$ cat config.mk
export PLATFORM = sky130hd
export DESIGN_NAME = idle_backlight_fade_controller
export DESIGN_NICKNAME = d
export VERILOG_FILES = /design/src/rtl/ibfc_pkg.sv /design/src/rtl/idle_backlight_fade_controller.sv /design/src/rtl/ibfc_div.sv
export SDC_FILE = /design/constraint.sdc
export NUM_CORES = 2
export LEC_CHECK = 0
export BUFFER_PORTS_ARGS = -buffer_cell sky130_fd_sc_hd__buf_4
export CORE_MARGIN = 2
export CORE_UTILIZATION = 45
export CTS_CLUSTER_DIAMETER = 60
export DETAILED_ROUTE_END_ITERATION = 12
export SLEW_MARGIN = 10
export SYNTH_ARGS = -nofsm -noshare
export SYNTH_HDL_FRONTEND = slang
export SYNTH_SLANG_ARGS = --single-unit
$ cat constraint.sdc
create_clock -name clk -period 22.3 [get_ports clk]
set_input_delay 4.46 -clock clk [delete_from_list [all_inputs] [get_ports clk]]
set_output_delay 4.46 -clock clk [all_outputs]
set_load 0.005 [all_outputs]
$ cat src/rtl/ibfc_pkg.sv
package ibfc_pkg;

  localparam int unsigned KIND_W  = 3;
  localparam int unsigned TIME_W  = 32;
  localparam int unsigned LEVEL_W = 8;
  localparam int unsigned SESS_W  = 9;
  localparam int unsigned DUR_W   = 16;
  localparam int unsigned PROD_W  = LEVEL_W + DUR_W;
  localparam int unsigned CFG_W   = 32;
  localparam int unsigned IDX_W   = 3;

  localparam logic [KIND_W-1:0] KIND_INIT     = 3'd0;
  localparam logic [KIND_W-1:0] KIND_TICK     = 3'd1;
  localparam logic [KIND_W-1:0] KIND_ACTIVITY = 3'd2;
  localparam logic [KIND_W-1:0] KIND_PRESS    = 3'd3;
  localparam logic [KIND_W-1:0] KIND_LEVEL    = 3'd4;
  localparam logic [KIND_W-1:0] KIND_SESSIONS = 3'd5;

  localparam logic [1:0] MODE_AWAKE      = 2'd0;
  localparam logic [1:0] MODE_FADING_OUT = 2'd1;
  localparam logic [1:0] MODE_ASLEEP     = 2'd2;
  localparam logic [1:0] MODE_FADING_IN  = 2'd3;

  localparam logic [IDX_W-1:0] REG_IDLE_TIMEOUT    = 3'd0;
  localparam logic [IDX_W-1:0] REG_SESSION_TIMEOUT = 3'd1;
  localparam logic [IDX_W-1:0] REG_STEP_PERIOD     = 3'd2;
  localparam logic [IDX_W-1:0] REG_FADE_OUT_DUR    = 3'd3;
  localparam logic [IDX_W-1:0] REG_FADE_IN_DUR     = 3'd4;
  localparam logic [IDX_W-1:0] REG_SLEEP_EXT_PWR   = 3'd5;
  localparam logic [IDX_W-1:0] REG_DEFAULT_LEVEL   = 3'd6;

  localparam logic [TIME_W-1:0]  RST_IDLE_TIMEOUT    = 32'd60000;
  localparam logic [TIME_W-1:0]  RST_SESSION_TIMEOUT = 32'd30000;
  localparam logic [DUR_W-1:0]   RST_STEP_PERIOD     = 16'd20;
  localparam logic [DUR_W-1:0]   RST_FADE_OUT_DUR    = 16'd1000;
  localparam logic [DUR_W-1:0]   RST_FADE_IN_DUR     = 16'd300;
  localparam logic [LEVEL_W-1:0] RST_DEFAULT_LEVEL   = 8'd200;
  localparam logic [LEVEL_W-1:0] LEVEL_MAX           = 8'd255;

  typedef struct packed {
    logic              start;
    logic [PROD_W-1:0] dividend;
    logic [DUR_W-1:0]  divisor;
  } div_req_t;

  typedef struct packed {
    logic               done;
    logic [LEVEL_W-1:0] quotient;
  } div_rsp_t;

endpackage

$ cat src/rtl/idle_backlight_fade_controller.sv
// Flow: an input beat is captured, executed, then loaded into the output register;
//   a tick that interpolates a fade step first runs the restoring divider, which
//   yields one quotient bit a cycle. One item is handled at a time: in_stall is high
//   from acceptance until the result is loaded into the output register.
// Reset (rst, synchronous): registers take their default values, mode is awake,
//   timers clear, awake and fade start levels become 200, session status unknown.
module idle_backlight_fade_controller (
  input  logic                         clk,
  input  logic                         rst,
  input  logic                         in_valid,
  output logic                         in_stall,
  input  logic [ibfc_pkg::KIND_W-1:0]  kind,
  input  logic [ibfc_pkg::TIME_W-1:0]  now_ms,
  input  logic [ibfc_pkg::LEVEL_W-1:0] level,
  input  logic signed [ibfc_pkg::SESS_W-1:0] sessions,
  input  logic                         power_present,
  output logic                         out_valid,
  input  logic                         out_stall,
  output logic                         brightness_valid,
  output logic [ibfc_pkg::LEVEL_W-1:0] brightness,
  output logic                         press_swallowed,
  output logic                         asleep,
  input  logic                         cfg_we,
  input  logic [ibfc_pkg::IDX_W-1:0]   cfg_index,
  input  logic [ibfc_pkg::CFG_W-1:0]   cfg_data
);

  localparam logic [1:0] S_IDLE = 2'd0;
  localparam logic [1:0] S_EXEC = 2'd1;
  localparam logic [1:0] S_DIV  = 2'd2;
  localparam logic [1:0] S_DONE = 2'd3;

  logic [1:0] state;

  logic [ibfc_pkg::TIME_W-1:0]  idle_timeout;
  logic [ibfc_pkg::TIME_W-1:0]  session_idle_timeout;
  logic [ibfc_pkg::DUR_W-1:0]   fade_step_period;
  logic [ibfc_pkg::DUR_W-1:0]   fade_out_duration;
  logic [ibfc_pkg::DUR_W-1:0]   fade_in_duration;
  logic                         sleep_on_external_power;
  logic [ibfc_pkg::LEVEL_W-1:0] default_level;

  logic [1:0]                   mode;
  logic [ibfc_pkg::TIME_W-1:0]  last_activity_time;
  logic [ibfc_pkg::TIME_W-1:0]  fade_start_time;
  logic [ibfc_pkg::TIME_W-1:0]  fade_step_time;
  logic [ibfc_pkg::LEVEL_W-1:0] fade_start_level;
  logic [ibfc_pkg::LEVEL_W-1:0] fade_end_level;
  logic [ibfc_pkg::LEVEL_W-1:0] awake_level;
  logic signed [ibfc_pkg::SESS_W-1:0] session_status;

  logic [ibfc_pkg::KIND_W-1:0]  it_kind;
  logic [ibfc_pkg::TIME_W-1:0]  it_now;
  logic [ibfc_pkg::LEVEL_W-1:0] it_level;
  logic [ibfc_pkg::SESS_W-1:0]  it_sessions;
  logic                         it_power;

  logic                         res_valid;
  logic [ibfc_pkg::LEVEL_W-1:0] res_bright;
  logic                         res_swallow;
  logic                         res_asleep;
  logic                         div_neg;
  logic [ibfc_pkg::LEVEL_W-1:0] div_base;

  logic [1:0]                   mode_next;
  logic [ibfc_pkg::TIME_W-1:0]  last_next;
  logic [ibfc_pkg::TIME_W-1:0]  fstart_next;
  logic [ibfc_pkg::TIME_W-1:0]  fstep_next;
  logic [ibfc_pkg::LEVEL_W-1:0] fsl_next;
  logic [ibfc_pkg::LEVEL_W-1:0] fel_next;
  logic [ibfc_pkg::LEVEL_W-1:0] awake_next;
  logic                         valid_next;
  logic [ibfc_pkg::LEVEL_W-1:0] bright_next;
  logic                         swallow_next;
  logic                         need_div;
  logic                         hold;
  logic                         dark;
  logic [ibfc_pkg::TIME_W-1:0]  limit;
  logic [ibfc_pkg::TIME_W-1:0]  elapsed;
  logic [ibfc_pkg::DUR_W-1:0]   dur;
  logic signed [ibfc_pkg::LEVEL_W:0] span;
  logic [ibfc_pkg::LEVEL_W-1:0] span_mag;
  logic signed [ibfc_pkg::LEVEL_W+1:0] interp;

  ibfc_pkg::div_req_t div_req;
  ibfc_pkg::div_rsp_t div_rsp;

  ibfc_div u_div (
    .clk (clk),
    .rst (rst),
    .req (div_req),
    .rsp (div_rsp)
  );

  assign in_stall = (state != S_IDLE);

  always_comb begin
    mode_next    = mode;
    last_next    = last_activity_time;
    fstart_next  = fade_start_time;
    fstep_next   = fade_step_time;
    fsl_next     = fade_start_level;
    fel_next     = fade_end_level;
    awake_next   = awake_level;
    valid_next   = 1'b0;
    bright_next  = '0;
    swallow_next = 1'b0;
    need_div     = 1'b0;
    limit        = '0;
    elapsed      = '0;
    dur          = '0;
    span         = '0;
    dark         = (mode == ibfc_pkg::MODE_ASLEEP) || (mode == ibfc_pkg::MODE_FADING_OUT);
    hold         = (session_status > 0) ||
                   (!sleep_on_external_power && it_power && session_status < 0);
    case (it_kind)
      ibfc_pkg::KIND_INIT: begin
        mode_next   = ibfc_pkg::MODE_AWAKE;
        last_next   = it_now;
        valid_next  = 1'b1;
        bright_next = awake_level;
      end
      ibfc_pkg::KIND_TICK: begin
        if (hold) begin
          last_next = it_now;
          if (dark) begin
            fsl_next    = '0;
            fel_next    = awake_level;
            fstart_next = it_now;
            fstep_next  = it_now;
            mode_next   = ibfc_pkg::MODE_FADING_IN;
          end
        end
        if (mode_next == ibfc_pkg::MODE_AWAKE) begin
          limit = (session_status >= 0) ? session_idle_timeout : idle_timeout;
          if ((it_now - last_next) >= limit) begin
            fsl_next    = awake_level;
            fel_next    = '0;
            fstart_next = it_now;
            fstep_next  = it_now;
            mode_next   = ibfc_pkg::MODE_FADING_OUT;
          end
        end else if (mode_next == ibfc_pkg::MODE_FADING_OUT ||
                     mode_next == ibfc_pkg::MODE_FADING_IN) begin
          if ((it_now - fstep_next) >= {16'd0, fade_step_period}) begin
            dur = (mode_next == ibfc_pkg::MODE_FADING_OUT) ? fade_out_duration
                                                           : fade_in_duration;
            elapsed    = it_now - fstart_next;
            fstep_next = it_now;
            valid_next = 1'b1;
            if (elapsed >= {16'd0, dur}) begin
              bright_next = fel_next;
              mode_next   = (mode_next == ibfc_pkg::MODE_FADING_OUT) ?
                            ibfc_pkg::MODE_ASLEEP : ibfc_pkg::MODE_AWAKE;
            end else begin
              span     = $signed({1'b0, fel_next}) - $signed({1'b0, fsl_next});
              need_div = 1'b1;
            end
          end
        end
      end
      ibfc_pkg::KIND_ACTIVITY: begin
        last_next = it_now;
        if (dark) begin
          fsl_next    = '0;
          fel_next    = awake_level;
          fstart_next = it_now;
          fstep_next  = it_now;
          mode_next   = ibfc_pkg::MODE_FADING_IN;
        end
      end
      ibfc_pkg::KIND_PRESS: begin
        last_next = it_now;
        if (dark) begin
          fsl_next     = '0;
          fel_next     = awake_level;
          fstart_next  = it_now;
          fstep_next   = it_now;
          mode_next    = ibfc_pkg::MODE_FADING_IN;
          swallow_next = 1'b1;
        end else if (mode == ibfc_pkg::MODE_FADING_IN) begin
          swallow_next = 1'b1;
        end
      end
      ibfc_pkg::KIND_LEVEL: begin
        awake_next = it_level;
        if (mode == ibfc_pkg::MODE_AWAKE) begin
          valid_next  = 1'b1;
          bright_next = it_level;
        end
      end
      default: begin
      end
    endcase
  end

  assign span_mag = span[ibfc_pkg::LEVEL_W] ? ibfc_pkg::LEVEL_W'(-span)
                                            : span[ibfc_pkg::LEVEL_W-1:0];

  always_ff @(posedge clk) begin
    div_req.start    <= (state == S_EXEC) && need_div;
    div_req.dividend <= span_mag * elapsed[ibfc_pkg::DUR_W-1:0];
    div_req.divisor  <= dur;
  end

  assign interp = div_neg ?
    $signed({2'b00, div_base}) - $signed({2'b00, div_rsp.quotient}) :
    $signed({2'b00, div_base}) + $signed({2'b00, div_rsp.quotient});

  always_ff @(posedge clk) begin
    if (rst) begin
      state                   <= S_IDLE;
      out_valid               <= 1'b0;
      idle_timeout            <= ibfc_pkg::RST_IDLE_TIMEOUT;
      session_idle_timeout    <= ibfc_pkg::RST_SESSION_TIMEOUT;
      fade_step_period        <= ibfc_pkg::RST_STEP_PERIOD;
      fade_out_duration       <= ibfc_pkg::RST_FADE_OUT_DUR;
      fade_in_duration        <= ibfc_pkg::RST_FADE_IN_DUR;
      sleep_on_external_power <= 1'b0;
      default_level           <= ibfc_pkg::RST_DEFAULT_LEVEL;
      mode                    <= ibfc_pkg::MODE_AWAKE;
      last_activity_time      <= '0;
      fade_start_time         <= '0;
      fade_step_time          <= '0;
      fade_start_level        <= ibfc_pkg::RST_DEFAULT_LEVEL;
      fade_end_level          <= '0;
      awake_level             <= ibfc_pkg::RST_DEFAULT_LEVEL;
      session_status          <= -9'sd1;
    end else begin
      if (cfg_we) begin
        case (cfg_index)
          ibfc_pkg::REG_IDLE_TIMEOUT:    idle_timeout <= cfg_data;
          ibfc_pkg::REG_SESSION_TIMEOUT: session_idle_timeout <= cfg_data;
          ibfc_pkg::REG_STEP_PERIOD:     fade_step_period <= cfg_data[ibfc_pkg::DUR_W-1:0];
          ibfc_pkg::REG_FADE_OUT_DUR:    fade_out_duration <= cfg_data[ibfc_pkg::DUR_W-1:0];
          ibfc_pkg::REG_FADE_IN_DUR:     fade_in_duration <= cfg_data[ibfc_pkg::DUR_W-1:0];
          ibfc_pkg::REG_SLEEP_EXT_PWR:   sleep_on_external_power <= cfg_data[0];
          ibfc_pkg::REG_DEFAULT_LEVEL:   default_level <= cfg_data[ibfc_pkg::LEVEL_W-1:0];
          default: begin
          end
        endcase
      end

      if (state == S_DONE && (!out_valid || !out_stall)) begin
        out_valid <= 1'b1;
      end else if (out_valid && !out_stall) begin
        out_valid <= 1'b0;
      end

      case (state)
        S_IDLE: begin
          if (in_valid) begin
            state <= S_EXEC;
          end
        end
        S_EXEC: begin
          mode               <= mode_next;
          last_activity_time <= last_next;
          fade_start_time    <= fstart_next;
          fade_step_time     <= fstep_next;
          fade_start_level   <= fsl_next;
          fade_end_level     <= fel_next;
          awake_level        <= awake_next;
          if (it_kind == ibfc_pkg::KIND_SESSIONS) begin
            session_status <= $signed(it_sessions);
          end
          state <= need_div ? S_DIV : S_DONE;
        end
        S_DIV: begin
          if (div_rsp.done) begin
            state <= S_DONE;
          end
        end
        S_DONE: begin
          if (!out_valid || !out_stall) begin
            state <= S_IDLE;
          end
        end
        default: state <= S_IDLE;
      endcase
    end
  end

  always_ff @(posedge clk) begin
    if (state == S_IDLE && in_valid) begin
      it_kind     <= kind;
      it_now      <= now_ms;
      it_level    <= level;
      it_sessions <= sessions;
      it_power    <= power_present;
    end
    if (state == S_EXEC) begin
      res_valid   <= valid_next;
      res_bright  <= bright_next;
      res_swallow <= swallow_next;
      res_asleep  <= (mode_next == ibfc_pkg::MODE_ASLEEP) ||
                     (mode_next == ibfc_pkg::MODE_FADING_OUT);
      div_neg     <= span[ibfc_pkg::LEVEL_W];
      div_base    <= fsl_next;
    end
    if (state == S_DIV && div_rsp.done) begin
      if (interp < 0) begin
        res_bright <= '0;
      end else if (interp > $signed({2'b00, ibfc_pkg::LEVEL_MAX})) begin
        res_bright <= ibfc_pkg::LEVEL_MAX;
      end else begin
        res_bright <= interp[ibfc_pkg::LEVEL_W-1:0];
      end
    end
    if (state == S_DONE && (!out_valid || !out_stall)) begin
      brightness_valid <= res_valid;
      brightness       <= res_valid ? res_bright : '0;
      press_swallowed  <= res_swallow;
      asleep           <= res_asleep;
    end
  end

endmodule

$ cat src/rtl/ibfc_div.sv
module ibfc_div (
  input  logic              clk,
  input  logic              rst,
  input  ibfc_pkg::div_req_t req,
  output ibfc_pkg::div_rsp_t rsp
);

  localparam int unsigned CNT_W = $clog2(ibfc_pkg::PROD_W + 1);
  localparam logic [CNT_W-1:0] LAST_STEP = CNT_W'(ibfc_pkg::PROD_W - 1);

  logic                        busy;
  logic                        done;
  logic [CNT_W-1:0]            cnt;
  logic [ibfc_pkg::PROD_W-1:0] acc;
  logic [ibfc_pkg::DUR_W-1:0]  rem;
  logic [ibfc_pkg::DUR_W-1:0]  divisor;
  logic [ibfc_pkg::DUR_W:0]    trial;
  logic                        fits;

  assign trial = {rem, acc[ibfc_pkg::PROD_W-1]};
  assign fits  = trial >= {1'b0, divisor};

  always_ff @(posedge clk) begin
    if (rst) begin
      busy <= 1'b0;
      done <= 1'b0;
      cnt  <= '0;
    end else begin
      done <= busy && !req.start && (cnt == LAST_STEP);
      if (req.start) begin
        busy <= 1'b1;
        cnt  <= '0;
      end else if (busy) begin
        cnt <= cnt + 1'b1;
        if (cnt == LAST_STEP) begin
          busy <= 1'b0;
        end
      end
    end
  end

  always_ff @(posedge clk) begin
    if (req.start) begin
      acc     <= req.dividend;
      rem     <= '0;
      divisor <= req.divisor;
    end else if (busy) begin
      rem <= fits ? ibfc_pkg::DUR_W'(trial - {1'b0, divisor})
                  : trial[ibfc_pkg::DUR_W-1:0];
      acc <= {acc[ibfc_pkg::PROD_W-2:0], fits};
    end
  end

  assign rsp.done     = done;
  assign rsp.quotient = acc[ibfc_pkg::LEVEL_W-1:0];

endmodule
---- Yosys cells after proc, flatten, opt, wreduce, memory -nomap -nowiden ----
Index checks and enable logic that the tools add are counted.
W data, S select, Z words.
operators by class
  $add $sub $neg .......................... 9
  $mul .................................... 1
  $lt $le $gt $ge ......................... 9
  equal/unequal tests ..................... 24
  mux-type cells .......................... 87
  bitwise operators ....................... 3
  reduce and logical (&&, ||, !) cells .... 44
operator list
  operator               number
  $mux W32               15
  $pmux W32 S2           3
  $mux W8                20
  $mux W16               6
  $sub A32 B32 Y32       3
  $ge A32 B16 Y1         2
  $mux W24               2
  $mux W9                5
  $ge A32 B32 Y1         1
  $pmux W8 S2            2
  $mul A8 B16 Y24        1
  $mux W2                12
  $pmux W8 S3            1
  $reduce_and A2 Y1      10
  $sub A8 B8 Y9          2
  $ge A17 B16 Y1         1
  $mux W1                17
  $sub A16 B16 Y16       1
  $eq A2 B2 Y1 const B   6
  $eq A3 B2 Y1 const B   4
  $eq A3 B3 Y1 const B   4
  $reduce_bool A2 Y1     6
  $gt A10 B9 Y1 const B  1
  $lt A10 B1 Y1 const B  1
  25 further kinds       51
word-level totals
  register bits ........................... 435
  output and inout port bits .............. 13

---- Longest topological paths before layout ----
  depth after elaboration ................. 17
  depth in mapped cells ................... 68
  mapped depth without buffers ............ 60

---- By module ----
From an unflattened synthesis, not the netlist that was laid out.
unflattened totals
  cells, all modules ...................... 3580
  area, all modules ....................... 30489.2 sq um
by module, submodules not included
  module                          times used  cells each  area each (sq um)
  idle_backlight_fade_controller  1           3277        27174.8
  ibfc_div                        1           303         3314.4

---- Worst setup path before layout ----
No wires, ideal clock.
  kind .................................... reg-to-reg
  start point ............................. reg mode[1]
  end point ............................... reg div_req[38] (netlist name)
  library setup time ...................... 0.072 ns
  arrival time ............................ 12.739 ns
  path slack .............................. 9.489 ns
  stages on the path, launching flop included .. 65
  cell sequence ........................... dfxtp_1 -> inv_1 -> ha_1 -> clkbuf_1 -> and4b_1 -> buf_2 -> nor2_1 -> buf_2 -> buf_1 -> clkbuf_1 -> buf_1 -> nand2_1 -> nand2_1 -> ha_1 -> inv_1 -> fa_1 -> a21boi_0 -> o21a_1 -> [... 29 more ...] -> fa_1 -> inv_1 -> fa_1 -> inv_1 -> fa_1 -> inv_1 -> ha_1 -> a21oi_1 -> o21ai_0 -> a21o_1 -> a21oi_1 -> o21ai_0 -> o211ai_1 -> nand3_1 -> or4_1 -> a31o_2 -> a21oi_1 -> xnor2_1
on the way
  longest elaborated chain between the ends .. 16
RTL lines
  item                                                                       RTL line                               RTL
  from (decl)                                                                idle_backlight_fade_controller.sv:43   logic [1:0] mode;
  from (signal assigned)                                                     idle_backlight_fade_controller.sv:221  mode <= ibfc_pkg::MODE_AWAKE;
  from (signal assigned)                                                     idle_backlight_fade_controller.sv:257  mode <= mode_next;
  parallel branches: the longest is 15 deep, another holds $sub A32 B32 Y32  n/a
  $mul A8 B16 Y24 *                                                          idle_backlight_fade_controller.sv:202  div_req.dividend <= span_mag * elapsed[ibfc_pkg::DUR_W-1:0];
  to (decl)                                                                  idle_backlight_fade_controller.sv:85   ibfc_pkg::div_req_t div_req;
Mark *: on every way between the ends. The select of a mux whose other input is x is not followed.
A chain may end at the register's enable or synchronous reset.

---- Final worst setup path ----
  start point ............................. reg mode[1]
  end point ............................... reg div_req[39] (netlist name)
Same word-level chain as after synthesis.

==> results.toml <==
[critical_path]
cp-end-kind = "flop"
rr_endpoint = "div_req[39]$_DFF_P_"
crit_slowest_cell = "buf_4"
crit_path_max_incr_delay_ns = 0.68
r2r_start = "mode[1]$_SDFFE_PP0P_"
r2r_slack_ns = 6.89
crit_fanout = 44
crit_type = "flop to flop"
worstPathArrival_ns = 15.92
ff2ff_path_depth = 51
worstSetupStartpointType = "flop"
critPathRequiredTime_ns = 22.80

[clock_tree]
clk_pin_slew_ns = 0.06
cts.sinks = 435
post_cts_buffers = 0
htree_levels = 2
worstSkewPairLatency_ns = 0.62
cts_made_buffers = 54
cts_tree = "built"
cts-resized-gates = 0
cts_hold_buf = 0
cts_root_buf = "clkbuf_16"
cts_max_path_buffers = 3

[sta]
layout_worst_path_cycle_share = 0.6913
rsz0062_at_grt = "false"
tightestPinTransition_ns = 1.119
max_freq_mhz = 64.87
slew_headroom = 0.2344
fin_crit_ns = 15.41
tns_ns = 0
drv_slew = 0
finClkSkew_ns = 0.03201
hold_viol_final = 0
setup_viol = 0

[synth]
syn_inst = 3589
post_synth.cell_area_avg_sq_um = 8.534
netlist_top_cells_count = "nand2_1, dfxtp_1, nor2_1"
ys_seq_area_frac = 0.3248
async_flop_share = 0
synth_ff_type = "dfxtp_1"
synth_seq_cells = 435
synth.top_cell.area_share = 0.2033
synthTopCellsByArea = "dfxtp_1, edfxtp_1, ha_1, nand2_1, fa_1"
syn_nets = 4011
synthesis.area_sq_um = 30630
yosysWarnings = 0
synth_edf_count = 124
yosysMostFrequentCell = "nand2_1"
synth_area_leader_cell = "dfxtp_1"
synth_cell_type_count = 90

[power]
seqPwrFrac = 0.266
p_int_mw = 2.183
vdd_ir_drop_max_mv = 0.08173
power_density_nw_per_um2 = 111.2
pwr-share-comb = 0.496
cellLeakagePower_nw = 13.86
swShare = 0.4214
pwr-share-clk = 0.239
p_total_mw = 3.773
power.switching_mw = 1.590

[routing]
drtIter0Drc = 1767
vias = 25364
route.detailed.drc = 0
vias_per_cell = 5.615
final_antenna_net_count = 0
drt-total-wl_mm = 87.18
first_pass_iters = 5
routedWlPerCell_um = 19.30

[floorplanning]
die-width_um = 264.9
fp.dieH_um = 264.9
row_count = 95
core_area_sq_um = 67280
pin_count = 106
start_util = 0.4553
die_area_sq_um = 70170

[global_routing]
grt_util_all_layers = 0.2451
overflow = 0
antenna_found_initial = 2
grt_start_max_net_pins = 116
grt_pass1_vias = 24301
grt_pass1_wl_mm = 136.8

[layout]
multiInputGateArea_sq_um = 19070
synthToLayoutAreaGrowth_pct = 10.73
final_nets = 4019
fill_cells = 6502
regArea_sq_um = 9952
drive_above_1_share = 0.09555

[worst_hold_path]
min_to = "u_div.divisor[7]$_DFFE_PP_"
min_path_cells = 0
hold_class = "flop to flop"
hp-start = "div_req[7]$_SDFF_PP0_"

[job]
cap_violations = 0

[run_status]
outcome = "completed"

[placed_design]
dp_hpwl_mm = 65.88
routabilityCongestion = 0.9591
numPortBuffers = 105
-- cell type report --
class,count,area share
multi-input cells,2729,0.5623
clock inverters,31,0.009149
inverters,241,0.02667
diodes,2,0.0001476
repair buffers,136,0.03029
well taps,873,0.03221
flip-flops and latches,435,0.2934
clock buffers,70,0.04586
-- placed cells by master (no fill, tap or decap), types with 22 or more instances in the layout --
| cell type | Yosys | layout |
|---|---|---|
| a211oi_1 | 76 | 76 |
| a21o_1 | 67 | 67 |
| a21oi_1 | 287 | 286 |
| a22o_1 | 23 | 23 |
| and2_1 | 28 | 26 |
| buf_4 | 4 | 135 |
| clkbuf_16 | 0 | 57 |
| dfxtp_1 | 311 | 309 |
| edfxtp_1 | 124 | 124 |
| fa_1 | 90 | 90 |
| ha_1 | 239 | 239 |
| inv_1 | 240 | 240 |
| mux2_2 | 58 | 58 |
| mux2i_1 | 144 | 144 |
| nand2_1 | 557 | 556 |
| nand2b_1 | 42 | 42 |
| nand3_1 | 49 | 49 |
| nand3b_1 | 41 | 41 |
| nand4_1 | 49 | 49 |
| nor2_1 | 302 | 298 |
| nor2b_1 | 43 | 43 |
| nor3_1 | 58 | 55 |
| o21a_1 | 22 | 22 |
| o21ai_0 | 121 | 121 |
| o21bai_1 | 22 | 22 |
| xnor2_1 | 80 | 80 |
| xor2_1 | 42 | 42 |
-- power by group through the flow --
stage          registers, mW  clock network, mW  logic (mW)
2_1_floorplan          0.969                  0        1.41
3_3_place_gp            1.02                  0        1.84
3_5_place_dp            1.02                  0        1.84
4_1_cts                 1.00              0.920        1.85
5_1_grt                 1.01              0.952        2.08
6_report                1.00              0.900        1.87
-- critical path: cells and delay by family, from the launching register on --
family | cells | cell delay [ns]
compound gates | 17 | 3.41
xor+xnor | 3 | 0.52
fa+ha+maj | 10 | 4.13
buf+inv | 7 | 1.43
flops | 1 | 0.39
mux | 1 | 0.30
simple gates | 13 | 5.04
-- layer usage --
layer	wire length, um	up-vias	share of wire	track usage
met5	0	-	0	0
met4	3892	0	0.045	0.1087
met3	4187	176	0.048	0.02963
met2	40270	628	0.46	0.4025
met1	38830	11974	0.45	0.3244
li1	-	12586	-	-
-- flip-flops by register name (all words and copies together), names as in the netlist, 16 cells and up --
name	cells
fade_start_time	32
fade_in_duration	16
u_div.rem	16
last_activity_time	32
u_div.divisor	16
fade_step_time	32
it_now	32
u_div.acc	24
fade_step_period	16
div_req	41
fade_out_duration	16
session_idle_timeout	32
idle_timeout	32
-- worst max path at each step --
stage / cells after the start / start / slack (ns) / endpoint
4_1_cts: 53 / mode[1]$_SDFFE_PP0P_ / 7.01 / div_req[39]$_DFF_P_
3_3_place_gp: 53 / mode[1]$_SDFFE_PP0P_ / 7.41 / div_req[39]$_DFF_P_
2_1_floorplan: 64 / mode[1]$_SDFFE_PP0P_ / 9.49 / div_req[38]$_DFF_P_
3_5_place_dp: 53 / mode[1]$_SDFFE_PP0P_ / 7.07 / div_req[39]$_DFF_P_
6_report: 51 / mode[1]$_SDFFE_PP0P_ / 6.89 / div_req[39]$_DFF_P_
5_1_grt: 54 / mode[1]$_SDFFE_PP0P_ / 5.81 / div_req[38]$_DFF_P_
-- metrics by stage --
stage	util	hold WS (ns)	cell area (sq um)	instances	worst slack [ns]
global placement	0.4763	0.3870	32050	4414	7.414
global route	0.5041	0.4069	33920	4517	5.812
CTS	0.5041	0.4030	33910	4515	7.012
finish	0.5041	0.4006	33920	4517	6.885
floorplan	-	0.3855	30630	3589	9.489
detailed placement	0.4763	0.3887	32050	4414	7.068
-- logic make-up (layout without fill, tap and decap cells) --
family                   after synthesis  after routing  share of synthesized area
AND/OR/NAND/NOR                     1267           1267                     0.1888
adder cells (fa/ha/maj)              335            335                     0.1584
AO/OA/AOI/OAI                        801            801                     0.1691
flip-flops                           435            435                     0.3248
XOR/XNOR                             122            122                    0.03489
multiplexers                         204            204                    0.06912
other                                  0              2                          0
buffers and inverters                425            478                    0.05486
Power figures use the tool's default switching activity.
